## config.mk

```make
export PLATFORM = sky130hd
export DESIGN_NAME = gtm_front
export DESIGN_NICKNAME = d
export VERILOG_FILES = /design/src/hdl/gtm_pkg.sv /design/src/hdl/gtm_front.sv
export SDC_FILE = /design/constraint.sdc
export NUM_CORES = 2
export LEC_CHECK = 0
export BUFFER_PORTS_ARGS = -buffer_cell sky130_fd_sc_hd__buf_2
export CAP_MARGIN = 10
export CORE_ASPECT_RATIO = 0.9
export CORE_MARGIN = 8
export CORE_UTILIZATION = 45
export CTS_BUF_LIST = sky130_fd_sc_hd__clkbuf_2
export CTS_CLUSTER_SIZE = 40
export DETAILED_ROUTE_END_ITERATION = 10
export GPL_TIMING_DRIVEN = 0
export PLACE_DENSITY = 0.65
export SLEW_MARGIN = 20
export SYNTH_ARGS = -nofsm -noshare
export SYNTH_HDL_FRONTEND = slang
export SYNTH_SLANG_ARGS = --single-unit
export TNS_END_PERCENT = 50
```

## constraint.sdc

```tcl
create_clock -name clk -period 8.95 [get_ports clk]
set_clock_uncertainty 0.1 [all_clocks]
set_input_delay 0.4475 -clock clk [delete_from_list [all_inputs] [get_ports clk]]
set_output_delay 0.4475 -clock clk [all_outputs]
set_load 0.01 [all_outputs]
```

## src/hdl/gtm_pkg.sv

```systemverilog
// Shared types and constants for the grid transform metrics pipeline.
package gtm_pkg;

	localparam int COORD_W = 24;
	localparam int DIFF_W  = COORD_W + 1;
	localparam int PROD_W  = 2 * DIFF_W;
	localparam int JAC_W   = PROD_W + 1;
	localparam int TAG_W   = 10;
	localparam int OUT_W   = 32;
	localparam int DVS_W   = JAC_W + 1;
	localparam int DVD_W   = DIFF_W + OUT_W + 2;
	localparam int LANES   = 4;
	localparam int IN_W    = 168;
	localparam int OUT_TD_W = 184;

	localparam logic signed [OUT_W-1:0] Q_MAX = {1'b0, {(OUT_W-1){1'b1}}};
	localparam logic signed [OUT_W-1:0] Q_MIN = {1'b1, {(OUT_W-1){1'b0}}};

	// One lane of the long division: remainder, remaining dividend bits,
	// divisor, partial quotient, result sign and overflow.
	typedef struct packed {
		logic [DVS_W-1:0] rem;
		logic [OUT_W-1:0] a_lo;
		logic [DVS_W-1:0] dvs;
		logic [OUT_W-1:0] quo;
		logic             neg;
		logic             ovf;
	} div_lane_t;

	typedef struct packed {
		logic [TAG_W-1:0] col;
		logic [TAG_W-1:0] row;
		logic [OUT_W-1:0] jac;
		logic             degen;
	} side_t;

endpackage

```

## src/hdl/gtm_front.sv

```systemverilog
// Differences, Jacobian and dividend set-up stages of the metrics pipeline.
module gtm_front
	import gtm_pkg::*;
(
	input  logic                       clk,
	input  logic                       arst_n,
	input  logic                       en,
	input  logic                       in_valid,
	input  logic signed [COORD_W-1:0]  cx,
	input  logic signed [COORD_W-1:0]  cy,
	input  logic signed [COORD_W-1:0]  wx,
	input  logic signed [COORD_W-1:0]  wy,
	input  logic signed [COORD_W-1:0]  sx,
	input  logic signed [COORD_W-1:0]  sy,
	input  logic [TAG_W-1:0]           col,
	input  logic [TAG_W-1:0]           row,
	output logic                       out_valid,
	output div_lane_t                  lanes [LANES],
	output side_t                      side
);

	logic                      v_s1, v_s2, v_s3, v_s4;
	logic signed [DIFF_W-1:0]  xxi_s1, yxi_s1, xeta_s1, yeta_s1;
	logic signed [DIFF_W-1:0]  xxi_s2, yxi_s2, xeta_s2, yeta_s2;
	logic signed [DIFF_W-1:0]  xxi_s3, yxi_s3, xeta_s3, yeta_s3;
	logic signed [PROD_W-1:0]  p1_s2, p2_s2;
	logic [JAC_W-1:0]          jmag_s3;
	logic                      jneg_s3, degen_s3;
	logic [TAG_W-1:0]          col_s1, col_s2, col_s3, row_s1, row_s2, row_s3;
	div_lane_t                 lane_s4 [LANES];
	side_t                     side_s4;

	logic signed [JAC_W-1:0]   jac_d;
	logic signed [DIFF_W-1:0]  num_d [LANES];
	logic                      num_pos [LANES];
	logic [DVD_W-1:0]          dvd [LANES];
	logic [DVS_W-1:0]          hi_ext [LANES];
	logic [DVS_W-1:0]          dvs;
	logic [DVS_W-1:0]          jr;
	logic [OUT_W-1:0]          jac_sat;
	div_lane_t                 lane_d [LANES];

	always_ff @(posedge clk or negedge arst_n) begin
		if (!arst_n) begin
			v_s1 <= 1'b0;
			v_s2 <= 1'b0;
			v_s3 <= 1'b0;
			v_s4 <= 1'b0;
		end else if (en) begin
			v_s1 <= in_valid;
			v_s2 <= v_s1;
			v_s3 <= v_s2;
			v_s4 <= v_s3;
		end
	end

	always_ff @(posedge clk) begin
		if (en) begin
			xxi_s1  <= DIFF_W'(cx) - DIFF_W'(wx);
			yxi_s1  <= DIFF_W'(cy) - DIFF_W'(wy);
			xeta_s1 <= DIFF_W'(cx) - DIFF_W'(sx);
			yeta_s1 <= DIFF_W'(cy) - DIFF_W'(sy);
			col_s1  <= col;
			row_s1  <= row;

			p1_s2   <= xxi_s1 * yeta_s1;
			p2_s2   <= xeta_s1 * yxi_s1;
			xxi_s2  <= xxi_s1;
			yxi_s2  <= yxi_s1;
			xeta_s2 <= xeta_s1;
			yeta_s2 <= yeta_s1;
			col_s2  <= col_s1;
			row_s2  <= row_s1;

			jneg_s3  <= jac_d[JAC_W-1];
			jmag_s3  <= jac_d[JAC_W-1] ? JAC_W'(-jac_d) : JAC_W'(jac_d);
			degen_s3 <= (jac_d == '0);
			xxi_s3   <= xxi_s2;
			yxi_s3   <= yxi_s2;
			xeta_s3  <= xeta_s2;
			yeta_s3  <= yeta_s2;
			col_s3   <= col_s2;
			row_s3   <= row_s2;

			lane_s4 <= lane_d;
			side_s4 <= '{col: col_s3, row: row_s3, jac: jac_sat, degen: degen_s3};
		end
	end

	assign jac_d = JAC_W'(p1_s2) - JAC_W'(p2_s2);

	// Lanes: y_eta, -x_eta, -y_xi, x_xi; positive flag is the numerator sign.
	assign num_d[0] = yeta_s3;
	assign num_d[1] = xeta_s3;
	assign num_d[2] = yxi_s3;
	assign num_d[3] = xxi_s3;
	assign num_pos[0] = !yeta_s3[DIFF_W-1];
	assign num_pos[1] = xeta_s3[DIFF_W-1] || (xeta_s3 == '0);
	assign num_pos[2] = yxi_s3[DIFF_W-1] || (yxi_s3 == '0);
	assign num_pos[3] = !xxi_s3[DIFF_W-1];

	assign dvs = {jmag_s3, 1'b0};

	always_comb begin
		for (int k = 0; k < LANES; k++) begin
			logic [DIFF_W-1:0] nmag;
			nmag = num_d[k][DIFF_W-1] ? DIFF_W'(-num_d[k]) : DIFF_W'(num_d[k]);
			dvd[k] = {1'b0, nmag, {(OUT_W+1){1'b0}}} + DVD_W'(jmag_s3);
			hi_ext[k] = DVS_W'(dvd[k][DVD_W-1:OUT_W]);
			lane_d[k].ovf  = (hi_ext[k] >= dvs);
			lane_d[k].rem  = lane_d[k].ovf ? '0 : hi_ext[k];
			lane_d[k].a_lo = dvd[k][OUT_W-1:0];
			lane_d[k].dvs  = dvs;
			lane_d[k].quo  = '0;
			lane_d[k].neg  = num_pos[k] == jneg_s3;
		end
	end

	// Round half away from zero, then clamp.
	assign jr = (DVS_W'(jmag_s3) + DVS_W'(17'h08000)) >> 16;

	always_comb begin
		if (jneg_s3) begin
			jac_sat = (jr >= DVS_W'(33'h080000000)) ? Q_MIN : OUT_W'(-jr);
		end else begin
			jac_sat = (jr > DVS_W'(Q_MAX)) ? Q_MAX : jr[OUT_W-1:0];
		end
	end

	assign out_valid = v_s4;
	assign lanes     = lane_s4;
	assign side      = side_s4;

endmodule

```

==> metrics.md <==
| Metric | Value |
|---|---|
| Reg2Reg Depth | 27 |
| Post-synthesis mux area share | 0.145% |
| CP Class | reg -> reg |
| Worst-margin pin slew | between 1 and 1.5 ns |
| Worst-path maximum fanout | 10 |
| CTS Buf Count | 196 |
| Hold Path Depth | 8 |
| Synth Area in Compound Gates | 7.53% |
| Simple-gate share of the synthesized area | 13.4% |
| Routed WL | 355,000 um |
| GP Congestion | 1.01 |
| Crit start category | register |
| Sequential-to-total area share from yosys stat | 24.4% |
| Antenna viol nets, final | 0 |
| Pre-CTS WS | -0.956 ns |
| Ranking of synthesized cells by area | fa_1 (29%), edfxtp_1 (24%), ha_1 (8.5%) |
| Worst hold endpoint | yxi_s1[12]$_DFFE_PP_ |
| Number of max-cap violations | 0 |
| Worst skew pair latency | 1.94 ns |
| Initial core utilization | between 40% and 50% |
| Clock transition at path regs | 0.15 ns |
| CTS tree | built |
| Core Footprint | 200,000 um^2 |
| Antenna violations before repair | 61 |
| FP Rows | 156 |
| Outcome | finished, final reports clean |
| Register bit total from synthesis | 737 |
| CTS Sinks | 737 |
| Critical Path RT | 10.26 ns |
| RR Startpoint | xeta_s1[13]$_DFFE_PP_ |
| Synth Flop Type | edfxtp_1 |
| Synth unique cells | 108 |
| Root Driver | clkbuf_2 |
| Vias per cell | 5.32 |
| PortBufs | 669 |
| Post-synth top area cell | fa_1 |
| Grt total ovfl | 0 |
| Clock Tree Buf Depth | 3 |
| DR iter-0 viols | 6,827 |
| DRT Pass-1 Iters | 6 |
| Post-Syn Area per Cell | 10.1 um^2 |
| Asr flop ratio synth | 0.543% |
| WP data arrival | 10.14 ns |
| Largest net degree at the start of global routing | 109 |
| Slew Limit Headroom | 22.6% |
| Final min period | 8.83 ns |
| Num ports | 902 |
| Fin. Hold Viols | 0 |
| Via Count | 72.6k |
| Die area | 216,000 um^2 |
| R2R setup slack | 0.12 ns |
| DP HPWL | between 200,000 and 300,000 um |
| Synth warn | 0 |
| Largest family of logic cells by synthesized area | adder cells |
| H-tree depth | 4 |
| Sequential cell area | 22,100 um^2 |
| Nets | 12.9k |
| Synth Area in Adders | 37.8% |
| Hold path startpoint | cy[11] |
| Final Setup Violations | 0 |
| DRC viols | 0 |
| Multi-input logic area | 58,400 um^2 |
| First-pass GRT wire length | 503,000 um |
| Final slew viol count | 0 |
| Yosys top cell area share | 29.3% |
| Worst Setup End Kind | register |
| Worst r2r dst | p2_s2[47]$_DFFE_PP_ |
| Fillers | between 15k and 20k |
| Die Height | 441 um |
| Xor/xnor share of the synthesized area | ~4.6% |
| P&R area growth vs syn | 18.4% |
| Final period utilization | 98.7% |
| Gr usage total | 32.3% |
| Fraction of layout cells with a size suffix above 1 | 17.0% |
| Post-Syn Area | 90,500 um^2 |
| Average wire per standard cell | ~26 um |
| Synthesized instance count | about 9.0k |
| Number of global-route vias before repair | 74.0k |
| Die Wd | around 490 um |
| Worst Hold Class | in -> reg |
| Maximum clock rate | roughly 110 MHz |
| Number of synthesized flops with an enable pin | 733 |
| Fin worst setup slack | around 0.12 ns |
area by class of cell:
cell class | count | share of cell area [%]
inverter | 1604 | 5.63
multi-input combinational | 6102 | 54.5
tap | 2686 | 3.14
clock inverter | 80 | 0.494
buffer | 780 | 4.74
timing repair buffer | 1365 | 9.56
sequential | 737 | 20.6
clock buffer | 258 | 1.21
antenna | 33 | 0.0771
per-layer routing:
metal / GRT usage, % / vias to the layer above / wire (um)
met5: 0 / - / 174
met4: 20.2 / 26 / 26900
met3: 6.92 / 995 / 33400
met2: 51.0 / 3640 / 161000
met1: 40.5 / 36200 / 134000
li1: - / 31700 / -
metrics by stage:
| step | util [%] | std cells | hold slack (ns) | instance area [um^2] | TNS [ns] |
|---|---|---|---|---|---|
| 2_1_floorplan | - | 9238 | 0.0519 | 91400 | 0 |
| 3_3_place_gp | 48.9 | 12600 | 0.155 | 98100 | -3119.30 |
| 3_5_place_dp | 49.1 | 12600 | 0.154 | 98400 | -8.28 |
| 4_1_cts | 53.0 | 13500 | 0.0301 | 106000 | -0.146 |
| 5_1_grt | 53.4 | 13600 | 0.116 | 107000 | -0.0402 |
| 6_report | 53.5 | 13600 | 0.210 | 107000 | 0 |
synthesized netlist by cell type (8+ instances only):
| master | number |
|---|---|
| o21ai_0 | 234 |
| a22oi_1 | 13 |
| nand2b_1 | 58 |
| a211o_1 | 13 |
| and4_1 | 11 |
| nor4_1 | 16 |
| o31ai_1 | 44 |
| inv_1 | 1602 |
| and3_1 | 40 |
| nand3_1 | 100 |
| nor2b_1 | 69 |
| and2_1 | 680 |
| nor3b_1 | 10 |
| a31oi_1 | 37 |
| o21bai_1 | 32 |
| clkbuf_1 | 259 |
| o211ai_1 | 15 |
| o41ai_1 | 22 |
| buf_4 | 515 |
| o21a_1 | 54 |
| a211oi_1 | 21 |
| nor2_1 | 331 |
| nand4_1 | 42 |
| a41oi_1 | 9 |
| xor2_1 | 120 |
| a21o_1 | 140 |
| or4_1 | 21 |
| a31o_2 | 10 |
| or3_1 | 45 |
| fa_1 | 1325 |
| edfxtp_1 | 733 |
| nor3_1 | 91 |
| a21boi_0 | 30 |
| a2111oi_0 | 8 |
| or2_2 | 11 |
| nand2_1 | 831 |
| xnor2_1 | 352 |
| o31a_1 | 10 |
| buf_2 | 10 |
| a21oi_1 | 249 |
| ha_1 | 612 |
registers in the layout (all words and copies together) (netlist names), 10 cells and up:
register  flops
row_s3       10
yeta_s3      25
col_s2       10
yxi_s1       25
p2_s2        50
yeta_s1      25
xxi_s2       25
xxi_s1       25
jmag_s3      51
p1_s2        50
row_s1       10
yeta_s2      25
yxi_s2       25
lanes       167
xxi_s3       25
row_s2       10
xeta_s1      25
yxi_s3       25
col_s3       10
xeta_s2      25
col_s1       10
side         53
xeta_s3      25
critical path, stage by stage (launching register included):
cell,delay (ns)
edfxtp_1,0.46
buf_4,0.22
clkbuf_2,0.39
and2_1,0.29
fa_1,0.49
fa_1,0.55
inv_1,0.07
fa_1,0.53
inv_1,0.06
fa_1,0.41
fa_1,0.49
fa_1,0.63
inv_1,0.07
fa_1,0.48
inv_1,0.05
ha_1,0.36
nand2_1,0.11
nor2_1,0.27
o2111a_1,0.28
o21a_1,0.37
o2111ai_1,0.23
a21boi_1,0.38
a311o_1,0.30
a21oi_4,0.09
o21ai_0,0.24
a31o_2,0.20
a21oi_1,0.07
xnor2_1,0.12
kinds of logic after synthesis:
logic type               after synthesis
multiplexers                          11
flip-flops                           737
other                                  1
buffers and inverters               2399
AND/OR/NAND/NOR                     2407
XOR/XNOR                             472
adder cells (fa/ha/maj)             1937
AO/OA/AOI/OAI                       1035
timing repair:
action | 4_1_cts | 5_1_grt
hold buffers | 540 | 0
hold endpoints to repair | 805 | 0
endpoints found under the setup margin | 31 | 24
pin swaps | 0 | 1
gates resized for setup | 91 | 83
buffers inserted | 69 | 73
placed cells by master, fill, tap and decap left out, drive strengths merged, types with 250 or more instances in the layout:
cell type and n:
fa 1325, nor2 331, clkbuf 507, and2 684, nand2 832, edfxtp 733
buf 1357, inv 1610, xnor2 352, a21oi 250, dlygate4sd3 539, ha 612
worst max path at each step:
stage | start | end | slack (ns) | cells after the start
global placement | en | v_s1$_DFFE_PN0P_ | -5.01 | 2
detailed placement | yeta_s1[24]$_DFFE_PP_ | p1_s2[49]$_DFFE_PP_ | -0.96 | 25
global route | yeta_s1[15]$_DFFE_PP_ | p1_s2[49]$_DFFE_PP_ | -0.04 | 29
finish | xeta_s1[13]$_DFFE_PP_ | p2_s2[47]$_DFFE_PP_ | 0.12 | 27
CTS | xxi_s1[4]$_DFFE_PP_ | p1_s2[49]$_DFFE_PP_ | -0.15 | 26
floorplan | yeta_s1[6]$_DFFE_PP_ | p1_s2[49]$_DFFE_PP_ | 1.30 | 29
Power is left out: the tool's default activity adds up to more than one toggle a clock period on the data nets, which glitch-free logic cannot reach.
